`config.mk`:
```
export PLATFORM = sky130hd
export DESIGN_NAME = tone_track_sequencer_flat
export DESIGN_NICKNAME = d
export VERILOG_FILES = /design/src/rtl/core/tts_pkg.sv /design/src/rtl/core/tts_stream_if.sv /design/src/rtl/core/tone_track_sequencer.sv /design/src/flat_wrapper.sv
export SDC_FILE = /design/constraint.sdc
export NUM_CORES = 1
export LEC_CHECK = 0
export BUFFER_PORTS_ARGS = -buffer_cell sky130_fd_sc_hd__buf_2
export CORE_MARGIN = 5
export CORE_UTILIZATION = 40
export CTS_BUF_LIST = sky130_fd_sc_hd__clkbuf_2 sky130_fd_sc_hd__clkbuf_4 sky130_fd_sc_hd__clkbuf_8
export DETAILED_ROUTE_END_ITERATION = 12
export GPL_TIMING_DRIVEN = 1
export PLACE_DENSITY = 0.6
export SLEW_MARGIN = 15
export SYNTH_ARGS = -nofsm -noshare
export SYNTH_HDL_FRONTEND = slang
export SYNTH_SLANG_ARGS = --single-unit
```
`constraint.sdc`:
```
create_clock -name clock -period 7.14 [get_ports clock]
set_clock_uncertainty 0.15 [all_clocks]
set_input_delay 0.714 -clock clock [delete_from_list [all_inputs] [get_ports clock]]
set_output_delay 0.714 -clock clock [all_outputs]
set_load 0.05 [all_outputs]
```
`src/rtl/core/tts_pkg.sv`:
```
`timescale 1ns / 1ps
// ----------------------------------------------------------------------------
// Tone track sequencer package
// Beat types, action codes, the half period table and the track ROM used
// by the sequencer, its scoreboard and its testbench.
// ----------------------------------------------------------------------------
package tts_pkg;

   // Track set and tone table limits
   localparam int NUM_TRACKS    = 5;
   localparam int TONE_COUNT    = 128;
   localparam int MAX_TRACK_LEN = 8;
   localparam int HP_ROM_DEPTH  = 128;

   localparam logic [15:0] SILENT_HALF_PERIOD = 16'hfffe;
   localparam logic [7:0]  PAUSE_TONE         = 8'hff;
   localparam logic [2:0]  LAST_ENTRY         = 3'd7;

   // Request kinds
   localparam logic REQ_PLAY = 1'b0;
   localparam logic REQ_TICK = 1'b1;

   typedef enum logic [1:0] {
      ACT_STARTED  = 2'd0,
      ACT_ARMED    = 2'd1,
      ACT_FINISHED = 2'd2,
      ACT_IGNORED  = 2'd3
   } tts_action_type;

   typedef struct packed {
      logic       req_type;
      logic [7:0] track_id;
      logic [7:0] repeat_count;
   } tts_req_type;

   typedef struct packed {
      tts_action_type action;
      logic [7:0]     duration_ticks;
      logic           tone_enable;
      logic [15:0]    tone_half_period;
      logic [2:0]     finished_track;
   } tts_rsp_type;

   typedef struct packed {
      logic [7:0] tone;
      logic [7:0] dur;
   } tts_note_type;

   localparam logic [15:0] HALF_PERIOD_ROM [HP_ROM_DEPTH] = '{
      16'h0010, 16'h0011, 16'h0012, 16'h0013, 16'h0014, 16'h0015, 16'h0016, 16'h0017,
      16'h0018, 16'h0019, 16'h001a, 16'h001b, 16'h001c, 16'h001d, 16'h001e, 16'h001f,
      16'h0020, 16'h0022, 16'h0024, 16'h0026, 16'h0028, 16'h002a, 16'h002c, 16'h002e,
      16'h0030, 16'h0033, 16'h0036, 16'h0039, 16'h003c, 16'h003f, 16'h0042, 16'h0046,
      16'h004a, 16'h004e, 16'h0052, 16'h0057, 16'h005c, 16'h0061, 16'h0067, 16'h006d,
      16'h0073, 16'h007a, 16'h0081, 16'h0089, 16'h0091, 16'h009a, 16'h00a3, 16'h00ad,
      16'h00b7, 16'h00c2, 16'h00ce, 16'h00da, 16'h00e7, 16'h00f5, 16'h0104, 16'h0114,
      16'h0125, 16'h0137, 16'h014a, 16'h015e, 16'h0173, 16'h018a, 16'h01a2, 16'h01bc,
      16'h01d7, 16'h01f4, 16'h0213, 16'h0234, 16'h0257, 16'h027c, 16'h02a3, 16'h02cd,
      16'h02f9, 16'h0328, 16'h035a, 16'h038f, 16'h03c7, 16'h0403, 16'h0443, 16'h0487,
      16'h04cf, 16'h051b, 16'h056c, 16'h05c2, 16'h061e, 16'h067f, 16'h06e6, 16'h0754,
      16'h07c9, 16'h0845, 16'h08c9, 16'h0955, 16'h09ea, 16'h0a88, 16'h0b30, 16'h0be3,
      16'h0ca1, 16'h0d6b, 16'h0e41, 16'h0f25, 16'h1017, 16'h1118, 16'h1229, 16'h134b,
      16'h147f, 16'h15c6, 16'h1722, 16'h1894, 16'h1a1d, 16'h1bbe, 16'h1d79, 16'h1f50,
      16'h2145, 16'h2359, 16'h258e, 16'h27e6, 16'h2a64, 16'h2d0a, 16'h2fda, 16'h32d7,
      16'h3604, 16'h3964, 16'h3cfa, 16'h40c9, 16'h44d5, 16'h4922, 16'h4db4, 16'h528f
   };

   // Read one track entry; anything past the stored notes is an end marker
   function automatic tts_note_type fetch_note(input logic [2:0] track,
                                               input logic [2:0] idx);
      tts_note_type n;
      n = '0;
      if (int'(track) < NUM_TRACKS && int'(idx) < MAX_TRACK_LEN) begin
         unique case ({track, idx})
            6'o00:   n = '{tone: 8'd35,      dur: 8'd5};
            6'o01:   n = '{tone: PAUSE_TONE, dur: 8'd5};
            6'o10:   n = '{tone: 8'd40,      dur: 8'd15};
            6'o11:   n = '{tone: PAUSE_TONE, dur: 8'd5};
            6'o20:   n = '{tone: 8'd50,      dur: 8'd50};
            6'o21:   n = '{tone: PAUSE_TONE, dur: 8'd15};
            6'o30:   n = '{tone: 8'd60,      dur: 8'd3};
            6'o31:   n = '{tone: 8'd50,      dur: 8'd3};
            6'o32:   n = '{tone: 8'd40,      dur: 8'd3};
            6'o33:   n = '{tone: 8'd30,      dur: 8'd3};
            6'o34:   n = '{tone: 8'd20,      dur: 8'd3};
            6'o35:   n = '{tone: PAUSE_TONE, dur: 8'd5};
            6'o40:   n = '{tone: 8'd20,      dur: 8'd3};
            6'o41:   n = '{tone: 8'd30,      dur: 8'd3};
            6'o42:   n = '{tone: 8'd40,      dur: 8'd3};
            6'o43:   n = '{tone: 8'd50,      dur: 8'd3};
            6'o44:   n = '{tone: 8'd60,      dur: 8'd3};
            6'o45:   n = '{tone: PAUSE_TONE, dur: 8'd5};
            default: n = '0;
         endcase
      end
      return n;
   endfunction

   // Map a tone index to its half period; pauses and unknown tones are silent
   function automatic logic [15:0] half_period(input logic [7:0] tone);
      logic [15:0] hp;
      hp = SILENT_HALF_PERIOD;
      if (int'(tone) < TONE_COUNT && int'(tone) < HP_ROM_DEPTH) begin
         hp = HALF_PERIOD_ROM[tone[6:0]];
      end
      return hp;
   endfunction

endpackage

```
`src/rtl/core/tts_stream_if.sv`:
```
`timescale 1ns / 1ps
// ----------------------------------------------------------------------------
// Tone track sequencer stream interface
// Valid/ready channel carrying one payload beat per handshake.
// ----------------------------------------------------------------------------
interface tts_stream_if #(
   parameter type payload_type = logic
) ();
   logic        valid;
   logic        ready;
   payload_type payload;

   modport source (output valid, output payload, input ready);
   modport sink   (input valid, input payload, output ready);
endinterface

```
`src/rtl/core/tone_track_sequencer.sv`:
```
`timescale 1ns / 1ps
// Result: registered, valid in the cycle after its request beat is taken.
// Throughput: one request beat per cycle while results drain; each is two parallel
// track ROM reads and one half period table read ahead of the result register.
// Reset: synchronous, active high; playback goes idle and the result register
// is emptied. A request is taken whenever the result register is free or drains.
// ----------------------------------------------------------------------------
// Tone track sequencer
// Steps buzzer tracks from a fixed ROM on play requests and timer ticks.
// ----------------------------------------------------------------------------
module tone_track_sequencer (
   input  logic         clock,
   input  logic         reset,
   tts_stream_if.sink   req_chan,
   tts_stream_if.source rsp_chan
);

   logic                 playing_ff,  playing_in;
   logic [2:0]           track_ff,    track_in;
   logic [7:0]           repeats_ff,  repeats_in;
   logic [2:0]           entry_ff,    entry_in;
   logic                 rsp_valid_ff, rsp_valid_in;
   tts_pkg::tts_rsp_type rsp_ff,      rsp_in;

   tts_pkg::tts_req_type req;
   tts_pkg::tts_note_type note_cur;
   tts_pkg::tts_note_type note_first;
   tts_pkg::tts_note_type note_sel;
   logic [7:0]           repeats_dec;
   logic [2:0]           entry_sel;
   logic                 accept;

   assign req         = req_chan.payload;
   assign req_chan.ready = !rsp_valid_ff || rsp_chan.ready;
   assign accept      = req_chan.valid && req_chan.ready;

   // Look up the current entry and the track head in parallel
   assign note_cur    = tts_pkg::fetch_note(track_ff, entry_ff);
   assign note_first  = tts_pkg::fetch_note(track_ff, 3'd0);
   assign repeats_dec = repeats_ff - 8'd1;

   // Work out the next state and the result beat
   always_comb begin
      playing_in = playing_ff;
      track_in   = track_ff;
      repeats_in = repeats_ff;
      entry_in   = entry_ff;
      rsp_in     = rsp_ff;
      note_sel   = note_cur;
      entry_sel  = entry_ff;
      if (accept) begin
         rsp_in        = '0;
         rsp_in.action = tts_pkg::ACT_IGNORED;
         priority if (req.req_type == tts_pkg::REQ_PLAY) begin
            track_in   = (int'(req.track_id) < tts_pkg::NUM_TRACKS) ? req.track_id[2:0] : 3'd0;
            repeats_in = req.repeat_count;
            entry_in   = 3'd0;
            playing_in = 1'b1;
            rsp_in.action         = tts_pkg::ACT_STARTED;
            rsp_in.duration_ticks = 8'd1;
         end else if (!playing_ff) begin
            // drop ticks while idle
         end else if (note_cur.dur == 8'd0 &&
                      (repeats_dec == 8'd0 || note_first.dur == 8'd0)) begin
            // last pass done, or a track with no notes drains its repeats
            playing_in = 1'b0;
            repeats_in = 8'd0;
            rsp_in.action         = tts_pkg::ACT_FINISHED;
            rsp_in.finished_track = track_ff;
         end else begin
            if (note_cur.dur == 8'd0) begin
               // restart the track
               repeats_in = repeats_dec;
               note_sel   = note_first;
               entry_sel  = 3'd0;
            end
            entry_in = (entry_sel < tts_pkg::LAST_ENTRY) ? entry_sel + 3'd1 : entry_sel;
            rsp_in.action           = tts_pkg::ACT_ARMED;
            rsp_in.duration_ticks   = note_sel.dur;
            rsp_in.tone_enable      = 1'b1;
            rsp_in.tone_half_period = tts_pkg::half_period(note_sel.tone);
         end
      end
   end

   // Load on accept, drain when taken
   assign rsp_valid_in = accept ? 1'b1 : (rsp_chan.ready ? 1'b0 : rsp_valid_ff);

   always_ff @(posedge clock) begin
      if (reset) begin
         playing_ff   <= 1'b0;
         track_ff     <= 3'd0;
         repeats_ff   <= 8'd0;
         entry_ff     <= 3'd0;
         rsp_valid_ff <= 1'b0;
      end else begin
         playing_ff   <= playing_in;
         track_ff     <= track_in;
         repeats_ff   <= repeats_in;
         entry_ff     <= entry_in;
         rsp_valid_ff <= rsp_valid_in;
      end
      rsp_ff <= rsp_in;
   end

   assign rsp_chan.valid   = rsp_valid_ff;
   assign rsp_chan.payload = rsp_ff;

`ifndef SYNTHESIS
   // A pending finished beat means playback has stopped
   a_finish_idle: assert property (@(posedge clock) disable iff (reset)
      (rsp_valid_ff && rsp_ff.action == tts_pkg::ACT_FINISHED) |-> !playing_ff)
      else $error("finished beat pending while still playing");

   // Idle ticks leave playback idle
   a_idle_tick: assert property (@(posedge clock) disable iff (reset)
      (accept && req.req_type == tts_pkg::REQ_TICK && !playing_ff) |=> !playing_ff)
      else $error("idle tick started playback");

   // A play request always starts playback with a one-tick arm
   a_play_start: assert property (@(posedge clock) disable iff (reset)
      (accept && req.req_type == tts_pkg::REQ_PLAY) |=>
      (playing_ff && rsp_valid_ff && rsp_ff.action == tts_pkg::ACT_STARTED &&
       rsp_ff.duration_ticks == 8'd1))
      else $error("play request did not start playback");
`endif

endmodule

```
`src/flat_wrapper.sv`:
```
// flat-port wrapper written by rule: the top's interface ports become plain ports
module tone_track_sequencer_flat import tts_pkg::*;
  (clock, reset, req_chan_valid, req_chan_payload, req_chan_ready, rsp_chan_valid, rsp_chan_payload, rsp_chan_ready);
  tts_stream_if #(.payload_type(tts_req_type)) req_chan_i ();
  tts_stream_if #(.payload_type(tts_rsp_type)) rsp_chan_i ();
  input  logic clock;
  input  logic reset;
  input wire logic [$bits(req_chan_i.valid)-1:0] req_chan_valid;
  input wire logic [$bits(req_chan_i.payload)-1:0] req_chan_payload;
  output wire logic [$bits(req_chan_i.ready)-1:0] req_chan_ready;
  output wire logic [$bits(rsp_chan_i.valid)-1:0] rsp_chan_valid;
  output wire logic [$bits(rsp_chan_i.payload)-1:0] rsp_chan_payload;
  input wire logic [$bits(rsp_chan_i.ready)-1:0] rsp_chan_ready;
  assign req_chan_i.valid = req_chan_valid;
  assign req_chan_i.payload = req_chan_payload;
  assign req_chan_ready = req_chan_i.ready;
  assign rsp_chan_valid = rsp_chan_i.valid;
  assign rsp_chan_payload = rsp_chan_i.payload;
  assign rsp_chan_i.ready = rsp_chan_ready;
  tone_track_sequencer u_core (.clock(clock), .reset(reset), .req_chan(req_chan_i), .rsp_chan(rsp_chan_i));
endmodule
```
== Word level (Yosys, flattened, before mapping) ==
Memory sizes are Yosys's and may differ from the RTL's.
Cells that the tools add are included.

* Input bits: 21
* ROM bits: 2,944
* Output and inout bits: 32
* Logic and storage cells: 83
* Memories kept: 2
* Register bits: 46

* Reductions and logical operators: 17
* Add/subtract/negate cells: 2
* Order comparisons: 5
* Equality and inequality tests: 7
* Muxes and demuxes: 34
* Bitwise operators: 4

{| class="wikitable"
|+ Memories
! name !! words !! bits a word !! read ports !! clocked after Yosys merged registers in !! write ports !! line !! RTL
|-
| (no name shown) || 128 || 16 || 1 || 0 || 0 || tts_pkg.sv:104 || <nowiki>hp = HALF_PERIOD_ROM[tone[6:0]];</nowiki>
|-
| (no name shown) || 64 || 14 || 1 || 0 || 0 || tts_pkg.sv:74 || <nowiki>unique case ({track, idx})</nowiki>
|}

{| class="wikitable"
|+ Operators with widths
! cell !! number
|-
| 2-to-1 mux 16 bit || 10
|-
| case mux 14 bit (5 select lines) || 1
|-
| 2-to-1 mux 3 bit || 11
|-
| 2-to-1 mux 8 bit || 4
|-
| 2-to-1 mux 30 bit || 1
|-
| 2-to-1 mux 25 bit || 1
|-
| zero test 8 bit || 3
|-
| AND reduction 3 bit || 3
|-
| >= comparator 8 bit, second input constant || 1
|-
| less-than comparator 8 x 3 -> 1 bit, second input constant || 1
|-
| less-than comparator 8 bit, second input constant || 1
|-
| NOT 7 -> 8 bit || 1
|-
| subtractor 8 x 1 -> 8 bit, second input constant || 1
|-
| equality test 3 x 2 -> 1 bit, second input constant || 2
|-
| less-than comparator 3 bit, second input constant || 2
|-
| 2-to-1 mux 1 bit || 5
|-
| AND reduction 2 bit || 2
|-
| OR reduction 4 bit || 1
|-
| adder 3 x 1 -> 3 bit, second input constant || 1
|-
| equality test 3 x 1 -> 1 bit, second input constant || 1
|-
| equality test 3 bit, second input constant || 1
|-
| zero test 3 bit || 1
|-
| inequality test 3 x 1 -> 1 bit, second input constant || 1
|-
| NOT 1 bit || 3
|-
| other kinds (8) || 10
|}

== Longest topological paths before layout ==
* Depth in word-level cells: 17
* Mapped depth: 17
* Gate-level depth less buffers: 13

== Worst setup path after synthesis ==
Ideal clock, no wire load.

* Path type: register to register
* Start point: reg u_core.entry_ff[2]
* End point: reg u_core.rsp_ff (netlist bit u_core.rsp_chan.payload[5]), data pin
* Buffers on the path: 3
* Arrival time: 3.373 ns
* Period minus slack after synthesis: 3.783 ns
* Required time: 6.729 ns
* Stages on the path, launching flop included: 17
* Setup slack: 3.357 ns
* Setup time: 0.261 ns
* Cell sequence: dfxtp_1 -> buf_2 -> buf_1 -> inv_1 -> ha_1 -> nand2b_1 -> o22ai_2 -> nor3_2 -> buf_2 -> and3_1 -> mux2_2 -> inv_1 -> ha_1 -> xnor2_2 -> nor2_1 -> a221o_1 -> o311a_1

* Longest elaborated chain between the ends: 13
* Elaborated cells between the ends (all ways): 16
* Those cells by class: 1 x order compare; 9 x mux; 1 x bitwise; 3 x reduce/logical; 2 x memory

{| class="wikitable"
|+ RTL lines
! element !! line !! RTL
|-
| from (decl) || tone_track_sequencer.sv:21 || <nowiki>logic [2:0] entry_ff, entry_in;</nowiki>
|-
| from (signal assigned) || tone_track_sequencer.sv:100 || <nowiki>entry_ff <= entry_in;</nowiki>
|-
| memory (64 x 14 bit) * || -- ||
|-
| 2-to-1 mux 16 bit * || tts_pkg.sv:73 || <nowiki>if (int'(track) < NUM_TRACKS && int'(idx) < MAX_TRACK_LEN) begin</nowiki>
|-
| zero test 8 bit || tone_track_sequencer.sv:63, tone_track_sequencer.sv:71 ||
|-
| 2-to-1 mux 16 bit || tone_track_sequencer.sv:71 || <nowiki>if (note_cur.dur == 8'd0) begin</nowiki>
|-
| 2-to-1 mux 16 bit || tone_track_sequencer.sv:63 || <nowiki>end else if (note_cur.dur == 8'd0 &&</nowiki>
|-
| 2-to-1 mux 16 bit || tone_track_sequencer.sv:61 || <nowiki>end else if (!playing_ff) begin</nowiki>
|-
| 2-to-1 mux 16 bit || tone_track_sequencer.sv:54 || <nowiki>priority if (req.req_type == tts_pkg::REQ_PLAY) begin</nowiki>
|-
| 2-to-1 mux 16 bit || tone_track_sequencer.sv:51 || <nowiki>if (accept) begin</nowiki>
|-
| NOT 7 -> 8 bit (implied by the code) || tts_pkg.sv:104 ||
|-
| memory (128 x 16 bit) || -- ||
|-
| 2-to-1 mux 16 bit (implied by the code) (2 in series) || tts_pkg.sv:104 ||
|-
| 2-to-1 mux 16 bit || tts_pkg.sv:103 || <nowiki>if (int'(tone) < TONE_COUNT && int'(tone) < HP_ROM_DEPTH) begin</nowiki>
|-
| to (signal assigned) || tone_track_sequencer.sv:103 || <nowiki>rsp_ff <= rsp_in;</nowiki>
|-
| to (decl) || tone_track_sequencer.sv:23 || <nowiki>tts_pkg::tts_rsp_type rsp_ff, rsp_in;</nowiki>
|}

Every way passes the cells marked *; elsewhere a longest branch is shown, timed or not. The select of a mux whose other input is x is not followed.
A chain may end at the register's enable or synchronous reset.

== Final worst setup path ==
Ends and elaborated chain as after synthesis.

==> metrics.cfg <==
[layout]
stdcell_count = 518
final_common_cell = buf_2
syn2layout_area_growth_pct = 9.07
layout_common_cells = buf_2 (50), nor2_1 (37), nand2_1 (30), a21oi_1 (29), o21ai_0 (23)
drive_gt1_frac = 0.188
utilization = 0.451
final_nets = 456
fillCellCount = 775
antenna_cells = 0

[detailed_routing]
routed_wl_um = 8370
drt_first_pass_iters = 5
via_count = 3014
drc = 0
ant_nets = 0
viasPerCell = 5.82
avgRoutedWirePerCell_um = 16.2
drt_iter0_drc = 368

[die]
core_mm2 = 0.00781
initial_core_util = 0.414
ios = 53
die_h_um = 99.9
die_w_um = 99.9
num_rows = 32
die_area_mm2 = 0.00997

[timing]
fin_tns_setup_ns = 0
report.final.slew_viol_count = 0
tightest_slew_ns = 1.10
post-route-period-util = 0.651
hold_violations = 0
slew-limit-headroom = 0.265
setup_viol = 0
fin_crit_ns = 4.65
rsz0062_at_grt = false
fmax_mhz = 215

[critical_path]
critPathBufInv = 2
critPathTopFamily = simple AND/OR/NAND/NOR gates
critPathArrivalTime_ns = 4.54
cp_slowest_cell = dfxtp_1
path_max_fanout = 21
worstPathCellList = inv_1, ha_1, nand2b_1, o22ai_2, nor3_2, and3_1, mux2_2, inv_1, ha_1, xnor2_2, nor2_1, a221o_1, o311a_1
timing.rr.start = u_core.entry_ff[2]$_SDFFE_PP0P_
path_class = reg -> reg
cpPeakStageDelay_ns = 0.76
startpoint = u_core.entry_ff[2]$_SDFFE_PP0P_
start_kind = register
cp-end-kind = register
cp.required_ns = 7.03

[global_route]
grtUsageTotal = 0.168
gr-total-overflow = 0
grt_max_degree = 36
antenna_found_initial = 0
grt_pass1_vias = 2779
grt_pass1_wl_um = 13800

[logic_synthesis]
yosysSeqAreaShare = 0.294
ys_async_sr_fraction = 0
syn_area_per_cell_um2 = 8.26
yosysUniqueCellTypes = 79
synth_edf_count = 21
syn-cell-area_mm2 = 0.00323
ys_ff_latch = 37
synthCells = 391
synth_top_flop_cell = edfxtp_1
ys_warn_count = 0

[min_path]
worstHoldStart = u_core.playing_ff$_SDFFE_PP0P_
hold_path_class = reg -> reg

[power_and_ir_drop]
switching_share = 0.319
combPwrFrac = 0.251
peakVddDrop_uv = 70.8
switching_power_mw = 0.170
leakage_nw = 1.41
p_seq_frac = 0.456
p_int_mw = 0.364
p_clk_frac = 0.293
powerDensity_mw_per_mm2 = 152

[clock_tree]
cts_buffers = 5
cts_hold_buf = 0
cts_setup_buffers = 0
insertion_delay_ns = 0.28
clock-sinks = 37
postCtsResizedCells = 0
clock-root-buffer = clkbuf_8
clk_path_buf_depth = 2
cts_tree = built
cts.clk_slew.worst_paths_ns = 0.07
ctsHtreeMaxLevel = 2

[placement]
portBuffers = 50
dp_hpwl_um = 6010
routabilityCongestion = 0.986
dp_cells = 510

[outcome]
outcome = completed

[run]
drv_cap = 0

-- registers in the layout, indices dropped and copies added, names as in the netlist --
name and flops:
u_core.rsp_chan.payload 21, u_core.track_ff 3, u_core.playing_ff 1, u_core.rsp_chan.valid 1
u_core.entry_ff 3, u_core.repeats_ff 8
-- kinds of logic after synthesis --
group           share of synthesized area
simple gates                        0.220
buf+inv                            0.0903
xor+xnor                           0.0213
compound gates                      0.281
other cells                       0.00116
flops                               0.294
fa+ha+maj                          0.0775
mux                                0.0143
-- worst reg2reg max path, delay by kind of cell (launching register included) --
family,cells,cell delay [ns]
adder cells (fa/ha/maj),2,0.54
XOR/XNOR,1,0.12
AND/OR/NAND/NOR,4,1.37
multiplexers,1,0.51
AO/OA/AOI/OAI,3,0.57
flip-flops,1,0.76
buffers and inverters,2,0.37
-- Yosys cell counts, types with 8 or more instances --
cell type | number | share of area
buf_4 | 11 | 0.026
edfxtp_1 | 21 | 0.20
clkbuf_1 | 10 | 0.012
buf_2 | 10 | 0.015
o21ai_0 | 23 | 0.036
nor2_1 | 37 | 0.043
dfxtp_1 | 16 | 0.099
nand2_1 | 30 | 0.035
a31oi_1 | 9 | 0.017
nand2b_1 | 13 | 0.025
and2_1 | 8 | 0.015
inv_1 | 21 | 0.024
nor2b_1 | 9 | 0.017
a22oi_1 | 8 | 0.019
ha_1 | 20 | 0.077
a21oi_1 | 29 | 0.045
-- per-stage QoR --
stage | instance area [um2] | setup slack, ns | power [mW] | hold slack [ns]
final | 3520 | 2.49 | 0.534 | 0.371
after global routing | 3520 | 2.22 | 0.559 | 0.417
after floorplan | 3230 | 3.36 | 0.356 | 0.318
after CTS | 3520 | 2.58 | 0.538 | 0.375
after detailed placement | 3420 | 2.61 | 0.381 | 0.354
after global placement | 3420 | 2.71 | 0.380 | 0.351
-- layer usage --
layer  GRT usage  wire (um)
met1       0.243       3930
met2       0.262       3680
met3      0.0174        579
met4      0.0546        178
met5           0          0
-- worst paths after layout --
| kind | to | slack (ns) | cells after the start |
|---|---|---|---|
| worst max-delay path | u_core.rsp_chan.payload[5]$_SDFFCE_PP0P_ | 2.49 | 13 |
| worst min-delay path | u_core.playing_ff$_SDFFE_PP0P_ | 0.37 | 2 |
| worst max register to register | u_core.rsp_chan.payload[5]$_SDFFCE_PP0P_ | 2.49 | 13 |
| worst min register to register | u_core.playing_ff$_SDFFE_PP0P_ | 0.37 | 2 |
-- power groups by stage --
stage,clock network (mW),logic [mW],registers (mW)
3_3_place_gp,0,0.132,0.248
3_5_place_dp,0,0.133,0.248
4_1_cts,0.161,0.134,0.243
6_report,0.157,0.134,0.243
5_1_grt,0.168,0.146,0.245
2_1_floorplan,0,0.0839,0.272
-- cell type report --
class	instances	area (um2)	area share
Clock buffer	8	97.6	0.0277
Sequential cell	37	951	0.270
Timing Repair Buffer	52	265	0.0753
Inverter	23	86.3	0.0245
Multi-Input combinational cell	296	1990	0.566
Tap cell	102	128	0.0362
(Power assumes the default switching activity.)
